File: config.mk
export PLATFORM = sky130hd
export DESIGN_NAME = lfr_count_cell
export DESIGN_NICKNAME = d
export VERILOG_FILES = /design/src/hw/rtl/lfr_pkg.sv /design/src/hw/rtl/lfr_count_cell.sv
export SDC_FILE = /design/constraint.sdc
export NUM_CORES = 1
export LEC_CHECK = 0
export ABC_CLOCK_PERIOD_IN_PS = 3500
export BUFFER_PORTS_ARGS = -buffer_cell sky130_fd_sc_hd__buf_4
export CAP_MARGIN = 20
export CORE_ASPECT_RATIO = 1.2
export CORE_MARGIN = 1
export CORE_UTILIZATION = 45
export DETAILED_ROUTE_END_ITERATION = 8
export PLACE_DENSITY = 0.73
export SYNTH_ARGS = -nofsm -noshare
export SYNTH_HDL_FRONTEND = slang
export SYNTH_SLANG_ARGS = --single-unit
File: constraint.sdc
create_clock -name clk -period 3.5 [get_ports clk]
set_clock_uncertainty 0.2 [all_clocks]
set_input_delay 0.525 -clock clk [delete_from_list [all_inputs] [get_ports clk]]
set_output_delay 0.525 -clock clk [all_outputs]
set_load 0.05 [all_outputs]
File: src/hw/rtl/lfr_pkg.sv
// Shared types, constants and helpers for the letter frequency ranker.
`default_nettype none

package lfr_pkg;

    // Alphabet and counter geometry
    localparam int NUM_LETTERS = 26;
    localparam int IDX_W       = 5;
    localparam int COUNT_W     = 32;
    localparam int OUT_W       = 32;
    localparam int DATA_W      = 8;

    // ASCII landmarks
    localparam logic [DATA_W-1:0] ASCII_UPPER_A = 8'd65;
    localparam logic [DATA_W-1:0] ASCII_UPPER_Z = 8'd90;
    localparam logic [DATA_W-1:0] ASCII_LOWER_A = 8'd97;
    localparam logic [DATA_W-1:0] ASCII_LOWER_Z = 8'd122;
    localparam logic [DATA_W-1:0] ASCII_CASE    = 8'd32;

    typedef logic [COUNT_W-1:0] count_t;
    typedef logic [IDX_W-1:0]   idx_t;

    localparam count_t COUNT_MAX   = '1;
    localparam idx_t   LAST_IDX    = idx_t'(NUM_LETTERS - 1);

    // One entry of the ranking chain: letter and its count
    typedef struct packed {
        idx_t   id;
        count_t cnt;
    } rank_entry_t;

    // Control broadcast to the counting chain
    typedef struct packed {
        logic count_en;
        idx_t letter_idx;
        logic shift;
    } count_ctl_t;

    // Control broadcast to the ranking chain
    typedef struct packed {
        logic load;
        logic sort;
        logic phase;
        logic shift;
    } rank_ctl_t;

    // Low 32 bits of a counter, zero-extended when the counter is narrower
    function automatic logic [OUT_W-1:0] out32(input count_t v);
        logic [63:0] wide;
        wide = 64'(v);
        return wide[OUT_W-1:0];
    endfunction

    // Increment that sticks at the maximum
    function automatic count_t sat_inc(input count_t v);
        return (v == COUNT_MAX) ? v : v + count_t'(1);
    endfunction

endpackage

`default_nettype wire

File: src/hw/rtl/lfr_count_cell.sv
// Counting cell: one letter counter that also shifts toward the chain head.
`default_nettype none

module lfr_count_cell
    import lfr_pkg::*;
(
    input  wire logic       clk,
    input  wire logic       rst_n,
    input  wire idx_t       idx,
    input  wire count_ctl_t ctl,
    input  wire count_t     right_cnt,
    output count_t          cnt
);

    count_t cnt_reg;
    count_t cnt_next;

    // Shift during report, otherwise bump on a matching letter
    always_comb
    begin
        cnt_next = cnt_reg;
        if (ctl.shift)
        begin
            cnt_next = right_cnt;
        end
        else if (ctl.count_en && (ctl.letter_idx == idx))
        begin
            cnt_next = sat_inc(cnt_reg);
        end
    end

    always_ff @(posedge clk or negedge rst_n)
    begin
        if (!rst_n)
        begin
            cnt_reg <= '0;
        end
        else
        begin
            cnt_reg <= cnt_next;
        end
    end

    assign cnt = cnt_reg;

endmodule

`default_nettype wire

**Word level (Yosys, flattened, before mapping)**

Cells that the tools add are included.

- Bits in registers: 32
- Logic and storage cells: 11
- Bits of input ports: 46

- Reduce and logical (&&, ||, !) cells: 3
- Muxes and demuxes: 3
- Equal/unequal tests: 3
- Add/sub/neg operators: 1

Operator list:

| operator | count |
|---|---|
| 32-bit two-way mux | 3 |
| 32-bit by 1-bit adder with 32-bit output (second input constant) | 1 |
| 32-bit == test (second input constant) | 1 |
| 5-bit == test | 1 |
| 2-bit != test (second input constant) | 1 |
| 2-bit AND reduction | 1 |
| 2-bit nonzero test | 1 |
| 1-bit logical AND | 1 |

**Depth between registers and ports, before layout**

- Depth in word-level cells: 4
- Mapped depth: 8
- Mapped depth without buffers: 6

**Least setup slack after synthesis**

No wires, ideal clock.

- Path kind: register -> register
- Start point: register cnt_reg[0] (netlist: cnt[0])
- End point: register cnt_reg[23] (netlist: cnt[23])
- Cell stages (with the launch flop): 7
- Library setup time: 0.082 ns
- Clock period less this slack: 2.615 ns
- Path buffers: 0
- Data arrival time: 2.333 ns
- Data required time: 3.218 ns
- Setup slack: 0.885 ns
- Cell sequence: dfrtp_1 > ha_1 > and4_1 > and4_1 > a2111oi_2 > or4b_1 > a31oi_1

- Word-level cells in the longest chain between the ends: 4

RTL lines:

| element | line | source |
|---|---|---|
| start: declaration | lfr_count_cell.sv:15 | `count_t cnt_reg;` |
| start signal: assignment | lfr_count_cell.sv:40 | `cnt_reg <= cnt_next;` |
| 32-bit by 1-bit adder with 32-bit output | lfr_pkg.sv:56 | `return (v == COUNT_MAX) ? v : v + count_t'(1);` |
| 32-bit two-way mux | lfr_pkg.sv:56 |  |
| 32-bit two-way mux | lfr_count_cell.sv:26 | `else if (ctl.count_en && (ctl.letter_idx == idx))` |
| 32-bit two-way mux | lfr_count_cell.sv:22 | `if (ctl.shift)` |

Parallel ways exist; a longest one is shown, timed or not. The select of a mux whose other input is x is not followed.
A chain may end at the register's enable or synchronous reset.

**Final worst setup path**

- Start point: register cnt_reg[0] (netlist: cnt[0])
- End point: register cnt_reg[12] (netlist: cnt[12])

Same word-level chain as after synthesis.

==> out/results.md <==
## Power and ir drop
• 372 mW/mm2 — pwr dens
• 0.179 mV — IR Drop Worst-Case VDD
• 1.14 nW — leakage component of the power

## Synth
• 0.00221 mm2 — total standard cell area after synthesis
• 36 — number of different library cells in the post-synthesis netlist
• 8.33 um2 — mean instance size in the synthesized netlist
• 266 — number of instances in the synthesized netlist
• sky130_fd_sc_hd__dfrtp_1, sky130_fd_sc_hd__a31oi_1, sky130_fd_sc_hd__o31ai_1 — top post-synthesis cells by area
• 0 — Syn. warnings
• 32 — flops & latches, synth
• 36.2% — proportion of netlist area held by the largest area contributor
• 36.2% — Seq/Total Area, Yosys
• 313 — Post-Syn Nets
• sky130_fd_sc_hd__dfrtp_1 — top cell type by total area after synthesis

## Drt
• 5 — total iterations of the first detailed-routing run
• 6.23 — number of vias per cell
• 250 — number of DRC violations after detailed-routing iteration 0
• 2469 — total via count after detailed routing
• 6350 um — Total Routed Length
• 16.0 um — average wire length per cell after detail routing
• 0 — number of remaining DRC errors
• 0 — Post-DRT Antenna Nets

## Clock tree
• 0 — postcts setup bufs
• 2 — worst-case clock buffer depth
• 290 ps — latest clock arrival within the worst-skew pair
• 5 — Num CTS Buffers
• 1 — Post-CTS Hold Buffers
• 70 ps — clock-pin transition on the worst setup and hold timing paths
• sky130_fd_sc_hd__clkbuf_8 — CTS root buffer
• 2 — CTS HTree Levels
• 32 — clk sink count
• built — clock tree from TritonCTS
• 0 — count of instances resized after the clock tree is built

## Die
• 0.00521 mm2 — Die Outline Area
• 0.00466 mm2 — core area
• 78.9 um — die height
• 78 — I/O pin total
• 66.0 um — Die X-Extent
• 27 — # rows
• 47.5% — effective utilization at floorplan

## Timing
• 2710 ps — fin crit period
• 0 — final hold viol count
• 55.9% — headroom to the max-slew limit
• 0 — total count of max-transition violations in the final report
• 370 MHz — Achievable Freq
• 660 ps — actual slew at the worst max-slew pin
• 0 ps — Setup Total Neg Slack
• 77.3% — Period Utilization, post-route
• 0 — setup violators final
• 265 ps — minimum hold slack
• false — setup repair after global routing missed its margin

## Critical path
• flip-flop to flip-flop — critical path class
• 2710 ps — Worst Path Arrival
• flip-flop — Setup crit end kind
• 590 ps — Crit path largest cell delay
• flip-flop — nature of the critical path startpoint
• 13 — largest fanout on the critical path
• 790 ps — slack of the worst reg-to-reg path
• ha_1 > and4_1 > and3_1 > nand3_1 > or4_1 > a31oi_1 — worst-path cell chain
• sky130_fd_sc_hd__or4_1 — crit path max-delay cell type
• 3500 ps — critical path required time

## Global routing
• 2239 — number of global-route vias before repair
• 10500 um — first-pass GRT wire length
• 33 — pin count of the biggest net entering global routing
• 0 — number of antenna violations at the first check in global routing
• 0 — remaining global-route overflow
• 25.9% — All-Layer GR Usage

## Placed design
• 0.945 — Final Wtd Congestion
• 77 — count of port buffers added during placement
• 0.00282 mm2 — placement-stage cell area
• 388 — cell count after placement
• 4590 um — detailed-placement wirelength estimate

## Finish
• 396 — Post-Layout Cell Count
• 27.2% — share of final-layout standard cells stronger than drive strength 1
• 31.5% — synthesis-to-layout area growth
• 0.00133 mm2 — multi-input logic area
• 0 — number of diodes
• 385 — Final #Nets
• sky130_fd_sc_hd__buf_4, sky130_fd_sc_hd__dfrtp_1, sky130_fd_sc_hd__nor2_1, sky130_fd_sc_hd__a31oi_1 — most frequent cells in the layout
• 0.00291 mm2 — total non-filler cell area in the finished layout
• 32 — number of flip-flops in the largest register
• sky130_fd_sc_hd__buf_4 — commonest non-fill, non-tap cell in the layout
• 444 — number of filler instances in the final layout
• 801 um2 — Storage cell area

## Run
• 0 — MaxCap Viol Count

## Run status
• finished, final reports clean — result of the run

## Hold path
• input port to flip-flop — class of the tightest hold or removal check

## routing by layer
layer | global-route usage (%) | vias up | wire length, um
met1 | 34.5 | 1172 | 2810
met4 | 11.5 | 0 | 157
met3 | 3.02 | 16 | 308
met5 | 0 | - | 0
li1 | - | 1191 | -
met2 | 41.4 | 90 | 3070
## area by class of cell
class | count | share of cell area, %
multi-input cells | 213 | 45.6
flip-flops and latches | 32 | 27.5
inverters | 4 | 0.516
well taps | 58 | 2.49
clock inverters | 1 | 0.172
repair buffers | 82 | 21.2
clock buffers | 6 | 2.49
## worst max-delay path: cells and delay by family, from the launching register on
family | cells | cell delay (ps)
adders and majority gates | 1 | 220
DFF | 1 | 440
AOI/OAI and AO/OA | 1 | 210
and+or+nand+nor | 4 | 1550
## Yosys cell counts, drive strengths merged
cell,count
ha,1
nand4,12
a2111oi,1
or4b,2
nand3,19
inv,4
clkbuf,13
o41a,1
xnor2,5
and3,9
o41ai,2
a31oi,29
and2,5
nor3,5
nand2,19
a211o,1
nor3b,1
nor4,2
a2bb2oi,1
buf,4
or3,6
o21ai,7
dfrtp,32
nor4b,1
o31a,3
o31ai,21
and4,6
or4,22
nand2b,2
nor2,30
## power breakdown
group	leakage (nW)	total (mW)	internal [mW]	switching (mW)
Clock	0.0410	0.275	0.135	0.140
Sequential	0.358	0.455	0.403	0.0517
Combinational	0.737	0.352	0.127	0.225
Total	1.14	1.08	0.665	0.416
## cells by family after synthesis
logic type | Yosys count | share of synthesized area (%)
flip-flops | 32 | 36.2
XOR/XNOR | 5 | 1.98
buffers and inverters | 21 | 3.90
adder cells (fa/ha/maj) | 1 | 0.565
AND/OR/NAND/NOR | 141 | 36.6
AO/OA/AOI/OAI | 66 | 20.8
## path summary, 6_finish.rpt
check / start / end / cells past startpoint
min: right_cnt[21] / cnt[21] / 3
max in group asynchronous: rst_n / cnt[21] / 2
min reg2reg: cnt[20] / cnt[20] / 2
max reg2reg: cnt[0] / cnt[12] / 6
min in group asynchronous: rst_n / cnt[20] / 2
max: cnt[0] / cnt[12] / 6
## stage by stage
step / util, % / worst slack [ps] / power [mW]
global route: 62.5 / 662 / 1.14
finish: 62.5 / 794 / 1.08
CTS: 62.5 / 823 / 1.08
floorplan: - / 885 / 0.674
global placement: 60.6 / 775 / 0.807
detailed placement: 60.6 / 757 / 0.811
(Power assumes the default switching activity.)
