**src/hw/rtl/lfr_pkg.sv**
```systemverilog
// Shared types, constants and helpers for the letter frequency ranker.
`default_nettype none

package lfr_pkg;

    // Alphabet and counter geometry
    localparam int NUM_LETTERS = 26;
    localparam int IDX_W       = 5;
    localparam int COUNT_W     = 32;
    localparam int OUT_W       = 32;
    localparam int DATA_W      = 8;

    // ASCII landmarks
    localparam logic [DATA_W-1:0] ASCII_UPPER_A = 8'd65;
    localparam logic [DATA_W-1:0] ASCII_UPPER_Z = 8'd90;
    localparam logic [DATA_W-1:0] ASCII_LOWER_A = 8'd97;
    localparam logic [DATA_W-1:0] ASCII_LOWER_Z = 8'd122;
    localparam logic [DATA_W-1:0] ASCII_CASE    = 8'd32;

    typedef logic [COUNT_W-1:0] count_t;
    typedef logic [IDX_W-1:0]   idx_t;

    localparam count_t COUNT_MAX   = '1;
    localparam idx_t   LAST_IDX    = idx_t'(NUM_LETTERS - 1);

    // One entry of the ranking chain: letter and its count
    typedef struct packed {
        idx_t   id;
        count_t cnt;
    } rank_entry_t;

    // Control broadcast to the counting chain
    typedef struct packed {
        logic count_en;
        idx_t letter_idx;
        logic shift;
    } count_ctl_t;

    // Control broadcast to the ranking chain
    typedef struct packed {
        logic load;
        logic sort;
        logic phase;
        logic shift;
    } rank_ctl_t;

    // Low 32 bits of a counter, zero-extended when the counter is narrower
    function automatic logic [OUT_W-1:0] out32(input count_t v);
        logic [63:0] wide;
        wide = 64'(v);
        return wide[OUT_W-1:0];
    endfunction

    // Increment that sticks at the maximum
    function automatic count_t sat_inc(input count_t v);
        return (v == COUNT_MAX) ? v : v + count_t'(1);
    endfunction

endpackage

`default_nettype wire

```
**src/hw/rtl/lfr_rank_cell.sv**
```systemverilog
// Ranking cell: one slot of an odd-even transposition sort that also shifts out.
`default_nettype none

module lfr_rank_cell
    import lfr_pkg::*;
(
    input  wire logic        clk,
    input  wire idx_t        idx,
    input  wire rank_ctl_t   ctl,
    input  wire count_t      load_cnt,
    input  wire rank_entry_t left_entry,
    input  wire rank_entry_t right_entry,
    output rank_entry_t      entry
);

    rank_entry_t entry_reg;
    rank_entry_t entry_next;
    logic        partner_right;
    logic        has_left;
    logic        has_right;

    assign partner_right = (idx[0] == ctl.phase);
    assign has_left      = (idx != '0);
    assign has_right     = (idx != LAST_IDX);

    // Load in letter order, swap strictly larger counts forward, shift on report
    always_comb
    begin
        entry_next = entry_reg;
        if (ctl.load)
        begin
            entry_next.id  = idx;
            entry_next.cnt = load_cnt;
        end
        else if (ctl.sort)
        begin
            if (partner_right && has_right)
            begin
                if (right_entry.cnt > entry_reg.cnt)
                begin
                    entry_next = right_entry;
                end
            end
            else if (!partner_right && has_left)
            begin
                if (entry_reg.cnt > left_entry.cnt)
                begin
                    entry_next = left_entry;
                end
            end
        end
        else if (ctl.shift)
        begin
            entry_next = right_entry;
        end
    end

    always_ff @(posedge clk)
    begin
        entry_reg <= entry_next;
    end

    assign entry = entry_reg;

endmodule

`default_nettype wire

```
**config.mk**
```make
export PLATFORM = sky130hd
export DESIGN_NAME = lfr_rank_cell
export DESIGN_NICKNAME = d
export VERILOG_FILES = /design/src/hw/rtl/lfr_pkg.sv /design/src/hw/rtl/lfr_rank_cell.sv
export SDC_FILE = /design/constraint.sdc
export NUM_CORES = 1
export LEC_CHECK = 0
export BUFFER_PORTS_ARGS = -buffer_cell sky130_fd_sc_hd__clkbuf_2
export CAP_MARGIN = 5
export CORE_ASPECT_RATIO = 1.1
export CORE_MARGIN = 2
export CORE_UTILIZATION = 49
export CTS_BUF_LIST = sky130_fd_sc_hd__clkbuf_16
export CTS_CLUSTER_SIZE = 8
export DETAILED_ROUTE_END_ITERATION = 8
export HOLD_SLACK_MARGIN = 0.05
export PLACE_DENSITY = 0.82
export SLEW_MARGIN = 10
export SYNTH_ARGS = -nofsm -noshare
export SYNTH_HDL_FRONTEND = slang
export SYNTH_SLANG_ARGS = --single-unit
```
**constraint.sdc**
```tcl
create_clock -name clk -period 5.7 [get_ports clk]
set_input_delay 0.855 -clock clk [delete_from_list [all_inputs] [get_ports clk]]
set_output_delay 0.855 -clock clk [all_outputs]
set_load 0.01 [all_outputs]
```
# == Word level (Yosys, flattened, before mapping) ==
# Index checks and enable logic that the tools add are counted.
# word_totals
regBits,37
latchBits,0
mem_bits_rw,0
rom_bits,0
elab_cells,22
memories,0
# op_classes
add_sub_neg,0
mul,0
n_div,0
order_cmp,2
n_eq_ne,5
shifts,0
muxes,7
bitwise,0
reduce_logical,6
# ops
cell,n
$mux W37,7
$gt A32 B32 Y1,2
$ne A4 B1 Y1 const B,2
$ne A5 B5 Y1 const B,1
$reduce_bool A5 Y1,1
$ne A4 B3 Y1 const B,1
$reduce_and A4 Y1,1
$reduce_bool A3 Y1,1
$logic_and A1 B1 Y1,2
$eq A1 B1 Y1,1
$logic_not A1 Y1,1

# == Depth between registers and ports, before layout ==
# Gate-level depths: netlist of the first run.
# logic_depth
word_depth,7
depth_mapped,8

# == Worst setup path after synthesis of the first run ==
# Ideal clock, no wire load.
# synth_timing
path_type,input to register
from,in left_entry[30] (netlist bit)
to,"reg entry_reg, in the netlist entry[0] (enable)"
setup_time_ps,436
arrival_time_ps,3867
t_required_ps,5264
path_slack_ps,1397
path_stages,8
path_buffers,0
path_cell_list,inv_1 > ha_1 > nand4_1 > nor4_1 > or3b_1 > a31oi_1 > nor4_1 > o21ai_1
# synth_via
elab_chain_cells,3
# synth_lines
element,line,rtl
from (decl),lfr_rank_cell.sv:11,"input wire rank_entry_t left_entry,"
$gt A32 B32 Y1,lfr_rank_cell.sv:46,if (entry_reg.cnt > left_entry.cnt)
$ne A4 B1 Y1 (no line),n/a,
$reduce_and A4 Y1 (no line),n/a,
to (signal assigned),lfr_rank_cell.sv:60,entry_reg <= entry_next;
to (decl),lfr_rank_cell.sv:16,rank_entry_t entry_reg;
# Every way passes these cells.
# A chain may end at the register's enable or synchronous reset.

# == Worst setup path in the final report of the first run ==
# layout_timing
from,in left_entry[30] (netlist bit)
to,"reg entry_reg, in the netlist entry[23] (enable)"
# The elaborated chain is that of the path after synthesis.

==> key figures, run 1 <==
Place
  • Place WS: 1.92 ns
  • Dpl cells: 662
  • Dpl hpwl: 7.61 mm
  • Final Wtd Congestion: 0.865
  • I/O Buffers: ~150

Setup path
  • Critical path, cell by cell: clkbuf_2 -> inv_1 -> ha_1 -> nand4_1 -> nor4_1 -> or3b_1 -> a31oi_1 -> nor4_1 -> o21ai_4 -> buf_4
  • CP peak stage delay: 0.45 ns
  • Worst R2R Start: entry[30]$_DFFE_PP_
  • Reg2reg path depth: 8
  • Worst EP required: about 5.7 ns
  • Critical path arrival: between 3 and 4 ns
  • Worst Setup Start Kind: input port
  • CP most frequent cell: nor4_1
  • CP max FO: 22
  • Worst path bufs/invs: 3
  • Reg-to-Reg End: entry[23]$_DFFE_PP_
  • Setup crit end kind: flip-flop
  • CP max-delay cell: o21ai_4
  • CP delay by family, top: simple AND/OR/NAND/NOR gates
  • WS Path Type: input port to flip-flop
  • Register-to-register setup slack: 2.47 ns

Power
  • Leakage power: 2.45 nW
  • Sequential share of power: 34.8%
  • Net Sw Power: 0.324 mW
  • VDD IR max: ~0.00019 V
  • Clock power share: 33.6%
  • Logic gate share of total power: 31.6%
  • Pint: 0.741 mW
  • Sw Share: 30.4%
  • Pwr dens: around 230 nW/um2
  • Final Power: roughly 1.1 mW

Yosys
  • Ys flop type: edfxtp_1
  • Yosys Warn Count: 0
  • Synth async-reset ratio: 0%
  • Mapped Nets: 618
  • Post-synth EDFFs: 37
  • Mapped Area: around 3600 um2
  • Syn Area/Cell: 8.12 um2
  • Seq/Total Area, Yosys: 31.2%
  • Synthesis-stage register bit count: 37
  • Post-Syn Instances: around 440
  • Unique masters post-synth: 36

Timing
  • Setup slack after layout: between 2 and 2.5 ns
  • RSZ-0062 raised after global routing: no
  • Slew margin rel.: 53.7%
  • Period utilisation layout: roughly 60%
  • Total negative slack: 0 ns
  • Max Clk Rate: ~0.29 GHz
  • Worst slew pin tran: 0.695 ns
  • Crit path time final: ~3.5 ns
  • Setup-failing EPs final: 0
  • Clk_skew: between 0.003 and 0.004 ns
  • Final hold vios: 0
  • Max-slew violations: 0

Finish
  • Fin cells: between 600 and 700
  • FILL cells: 627
  • Max reg flops: 37
  • Ratio of cells with drive above 1 in the final layout: 28.9%
  • Area growth syn-to-layout: 28.5%
  • Final core occ: 65.3%
  • # diodes: 0
  • Most frequent cells in the layout: 152 x clkbuf_2, 67 x inv_1, 64 x ha_1, 54 x a21oi_1, 50 x nand2_1
  • Most common cell after layout, fill and taps aside: clkbuf_2
  • Final net count: 764

Hold path
  • Cells on Worst Hold Path: 3
  • Min-Delay Path Class: input port to flip-flop
  • Min-delay src: load_cnt[20]
  • Hold EP: entry[20]$_DFFE_PP_

Global route
  • Gr usage total: roughly a quarter
  • Gr busiest metal: met2
  • Total gr overflow: 0
  • Met1 Use GR: between 20% and 30%
  • First-pass GRT wire length: 15.2 mm
  • Largest net degree at the start of global routing: 75
  • Met3 Usage GRT: 3.80%
  • M2 GR Usage: between 40% and 50%
  • Initial antenna violation count: 0
  • Vias in the first global route: between 3000 and 4000

Clock network
  • Cts hold-fix bufs: 0
  • Worst-skew pair later-pin latency: 0.28 ns
  • CTS Sinks: 37
  • Clock root buffer: clkbuf_16
  • Setup Buffers After CTS: 0
  • CTS max path bufs: 2
  • Resize count post-CTS: 0
  • TritonCTS clock tree: yes
  • H-tree levels: 2
  • Worst-path clk slew: approximately 0.06 ns
  • CTS buffer count: 5

Run status
  • Outcome: finished, final reports clean

Floorplan
  • Starting Density: 50.8%
  • CORE AREA: roughly 7000 um2
  • Num ports: around 150
  • Rows: 32
  • Die Area: 7960 um2
  • Chip width: ~85 um
  • Die Y: 93.4 um

Drt
  • Initial DRC count: ~180
  • Routed wire length: 9.36 mm
  • First-pass DRT Iterations: 4
  • Residual DRC: 0
  • Routed len/inst: between 10 and 15 um
  • DR vias: 3609
  • Routed Antenna Nets: 0
  • Vias/cell: 5.39

Flow run
  • Max_cap viols: 0
-- worst min-delay path: cells and delay by family --
| kind | cells | cell delay, ns |
|---|---|---|
| and+or+nand+nor | 1 | 0.04 |
| buffers and inverters | 1 | 0.08 |
| AOI/OAI and AO/OA | 1 | 0.06 |
-- how the worst max path moves through the flow --
stage,from,end,depth (start not counted)
finish,left_entry[30],entry[23]$_DFFE_PP_,10
global route,left_entry[30],entry[23]$_DFFE_PP_,10
CTS,left_entry[30],entry[10]$_DFFE_PP_,10
detailed placement,left_entry[30],entry[18]$_DFFE_PP_,10
global placement,left_entry[30],entry[13]$_DFFE_PP_,10
floorplan,left_entry[30],entry[0]$_DFFE_PP_,8
-- synthesized netlist by cell type, types with 3 or more instances --
| library cell | n | area (um2) |
|---|---|---|
| a211oi_1 | 4 | 30.0 |
| a21o_1 | 4 | 30.0 |
| a21oi_1 | 54 | 270 |
| buf_2 | 4 | 20.0 |
| buf_4 | 3 | 22.5 |
| clkbuf_1 | 9 | 33.8 |
| edfxtp_1 | 37 | 1110 |
| ha_1 | 64 | 801 |
| inv_1 | 67 | 251 |
| mux2i_1 | 6 | 60.1 |
| nand2_1 | 50 | 188 |
| nand3_1 | 6 | 30.0 |
| nand4_1 | 15 | 93.8 |
| nor2_1 | 38 | 143 |
| nor4_1 | 3 | 18.8 |
| o211ai_1 | 3 | 22.5 |
| o21ai_0 | 10 | 50.1 |
| o21ai_1 | 39 | 195 |
-- routing by layer --
layer / vias up / wire length [um]
met4: 0 / 233
met1: 1636 / 3800
met5: - / 0
met2: 110 / 4800
li1: 1843 / -
met3: 20 / 522
-- kinds of logic after synthesis --
logic type,share of synthesized area (%)
flip-flops,31.2
multiplexers,1.69
adder cells (fa/ha/maj),22.5
AND/OR/NAND/NOR,16.1
AO/OA/AOI/OAI,19.2
buffers and inverters,9.22
-- per-stage QoR --
stage	cell area (um2)	hold slack, ns
after floorplan	3560	1.05
after global placement	4380	1.14
after CTS	4570	0.858
after detailed placement	4380	1.15
after global routing	4570	0.868
final	4570	0.862
-- final cells by class --
class | instances | area [um2] | share of cell area, %
inverters | 67 | 251 | 5.50
clock buffers | 5 | 125 | 2.74
repair buffers | 155 | 783 | 17.1
flip-flops and latches | 37 | 1110 | 24.3
well taps | 85 | 106 | 2.33
clock inverters | 3 | 65.1 | 1.42
multi-input cells | 318 | 2130 | 46.6
-- power groups by stage --
stage / sequential, mW / clock [mW] / combinational [mW]
after floorplan: 0.387 / 0 / 0.192
after global placement: 0.374 / 0 / 0.323
after detailed placement: 0.376 / 0 / 0.336
after CTS: 0.370 / 0.362 / 0.339
after global routing: 0.374 / 0.374 / 0.386
final: 0.370 / 0.358 / 0.337
Power figures use the tool's default switching activity.
==> run 2: changes to the inputs <==
==> constraint.sdc (replaced) <==
create_clock -name clk -period 3.45 [get_ports clk]
set_input_delay 0.5175 -clock clk [delete_from_list [all_inputs] [get_ports clk]]
set_output_delay 0.5175 -clock clk [all_outputs]
set_load 0.01 [all_outputs]
==> run 2 against run 1 <==
Global-route usage rose by 0.80 points. Non-clock buffer count rose by 2. Cell area fell by 0.27%. Flip-flop and latch count did not move. Utilization fell by 0.18 points. Sequential share of layout area rose by 0.067 points. Clock skew barely moved. Critical path type is now flip-flop to flip-flop. Highest routed layer unchanged.
==> key figures, run 2 (synthesized netlist as in run 1, its figures left out) <==
Flow run
  • Max_cap viols: 0 (unchanged)

Drt
  • DR vias: 3673 (was 3609)
  • Vias/cell: 5.47 (was 5.39)
  • Routed Antenna Nets: 0 (unchanged)
  • Initial DRC count: 184 (was 177)
  • Residual DRC: 0 (unchanged)
  • Routed wire length: 9.54 mm (was 9.36 mm)
  • Routed len/inst: 14.2 um (was 14.0 um)
  • First-pass DRT Iterations: 4 (unchanged)

Timing
  • Max-slew violations: 0 (unchanged)
  • Total negative slack: 0 ns (unchanged)
  • Clk_skew: 0.00393 ns (was 0.00374 ns)
  • RSZ-0062 raised after global routing: no (unchanged)
  • Max Clk Rate: 0.349 GHz
  • Worst slew pin tran: 0.746 ns (was 0.695 ns)
  • Final hold vios: 0 (unchanged)
  • Setup-failing EPs final: 0 (unchanged)
  • Slew margin rel.: 50.3% (was 53.7%)
  • Crit path time final: 2.87 ns
  • Period utilisation layout: 83.1%

Global route
  • Met1 Use GR: 29.2% (was 28.0%)
  • Vias in the first global route: 3636 (was 3536)
  • Met3 Usage GRT: 4.15% (was 3.80%)
  • M2 GR Usage: 43.8% (was 42.2%)
  • Total gr overflow: 0 (unchanged)
  • Largest net degree at the start of global routing: 49 (was 75)
  • First-pass GRT wire length: 15.7 mm (was 15.2 mm)
  • Initial antenna violation count: 0 (unchanged)
  • Gr busiest metal: met2 (unchanged)
  • Gr usage total: 24.3% (was 23.5%)

Place
  • Dpl hpwl: 7.79 mm (was 7.61 mm)
  • Final Wtd Congestion: 0.884 (was 0.865)
  • I/O Buffers: 152 (unchanged)

Finish
  • # diodes: 0 (unchanged)
  • FILL cells: 608 (was 627)
  • Area growth syn-to-layout: 28.2% (was 28.5%)
  • Max reg flops: 37 (unchanged)
  • Ratio of cells with drive above 1 in the final layout: 28.8% (was 28.9%)
  • Most common cell after layout, fill and taps aside: clkbuf_2 (unchanged)
  • Final net count: 766 (was 764)
  • Most frequent cells in the layout: 152 x clkbuf_2, 67 x inv_1, 64 x ha_1, 54 x a21oi_1, 50 x nand2_1 (unchanged)

Clock network
  • CTS buffer count: 5 (unchanged)
  • H-tree levels: 2 (unchanged)
  • CTS Sinks: 37 (unchanged)
  • Setup Buffers After CTS: 0 (unchanged)
  • Cts hold-fix bufs: 0 (unchanged)
  • Worst-path clk slew: 0.06 ns (about the same)
  • Worst-skew pair later-pin latency: 0.28 ns (about the same)
  • Clock root buffer: clkbuf_16 (unchanged)
  • CTS max path bufs: 2 (unchanged)
  • Resize count post-CTS: 0 (unchanged)
  • TritonCTS clock tree: yes (unchanged)

Setup path
  • Worst EP required: 3.48 ns (was 5.65 ns)
  • Reg-to-Reg End: entry[25]$_DFFE_PP_ (was entry[23]$_DFFE_PP_)
  • WS Path Type: flip-flop to flip-flop (was input port to flip-flop)
  • Worst Setup Start Kind: flip-flop (was input port)
  • Worst R2R Start: entry[15]$_DFFE_PP_ (was entry[30]$_DFFE_PP_)
  • Register-to-register setup slack: 0.58 ns (was 2.47 ns)
  • Setup crit end kind: flip-flop (unchanged)
  • Critical path arrival: 2.90 ns (was 3.42 ns)
  • Reg2reg path depth: 9 (was 8)
  • CP max FO: 14 (was 22)

Power
  • Final Power: 1.62 mW (was 1.06 mW)
  • VDD IR max: 0.000222 V (was 0.000191 V)
  • Pwr dens: 356 nW/um2 (was 233 nW/um2)
  • Leakage power: 2.45 nW (about the same)

Run status
  • Outcome: finished, final reports clean (unchanged)

Hold path
  • Min-delay src: load_cnt[0] (was load_cnt[20])
  • Hold EP: entry[0]$_DFFE_PP_ (was entry[20]$_DFFE_PP_)
  • Cells on Worst Hold Path: 3 (unchanged)
  • Min-Delay Path Class: input port to flip-flop (unchanged)

Floorplan
  • Die Y: 93.4 um (unchanged)
  • Die Area: 7960 um2 (unchanged)
  • Chip width: 85.2 um (unchanged)
  • Starting Density: 50.8% (unchanged)
  • Rows: 32 (unchanged)
  • Num ports: 153 (unchanged)
  • CORE AREA: 7010 um2 (unchanged)
run 2: cell types whose count changed in the layout (fill, tap and decap cells not counted), sizes merged:
cell	change
buf	+2
bufinv	-2
clkinv	+2
run 2: worst max-delay path: stages (launching register included):
cell	delay (ns)
edfxtp_1	0.39
inv_1	0.06
ha_1	0.31
nand4_2	0.16
or4_1	0.58
and3b_1	0.19
o31a_1	0.10
nor4_1	0.48
o21ai_4	0.10
buf_4	0.22
run 2: layer usage:
metal  vias up  wire length (um)
met2       151              4720
met4         0               200
met5         -                 0
li1       1847                 -
met3        21               677
met1      1654              3940
run 2: how the worst max path moves through the flow:
stage / startpoint / end / slack (ns) / cells after the start
6_report: entry[15]$_DFFE_PP_ / entry[25]$_DFFE_PP_ / 0.58 / 9
5_1_grt: entry[30]$_DFFE_PP_ / entry[28]$_DFFE_PP_ / 0.38 / 8
4_1_cts: entry[15]$_DFFE_PP_ / entry[27]$_DFFE_PP_ / 0.61 / 9
3_5_place_dp: right_entry[15] / entry[25]$_DFFE_PP_ / 0.43 / 9
3_3_place_gp: left_entry[30] / entry[25]$_DFFE_PP_ / 0.47 / 10
2_1_floorplan: left_entry[30] / entry[0]$_DFFE_PP_ / 0.19 / 8
run 2: layout make-up:
cell class / count / area (um2) / share of cell area (%)
multi-input combinational: 318 / 2130 / 46.7
sequential: 37 / 1110 / 24.4
timing repair buffer: 157 / 823 / 18.1
inverter: 67 / 251 / 5.52
clock buffer: 5 / 125 / 2.74
tap: 85 / 106 / 2.33
clock inverter: 3 / 12.5 / 0.274
run 2: power by group:
part	internal, mW	leakage (nW)	switching [mW]
logic	0.252	2.00	0.323
registers	0.568	0.382	0.0438
clock network	0.261	0.0687	0.174
total	1.08	2.45	0.541
run 2: stage by stage:
| stage | utilization, % | std cells | hold slack, ns | setup WS (ns) | cell area [um2] |
|---|---|---|---|---|---|
| 2_1_floorplan | - | 438 | 0.711 | 0.185 | 3560 |
| 3_3_place_gp | 63.1 | 664 | 0.804 | 0.474 | 4420 |
| 3_5_place_dp | 63.1 | 664 | 0.809 | 0.427 | 4420 |
| 4_1_cts | 65.1 | 672 | 0.520 | 0.611 | 4560 |
| 5_1_grt | 65.1 | 672 | 0.534 | 0.380 | 4560 |
| 6_report | 65.1 | 672 | 0.522 | 0.582 | 4560 |
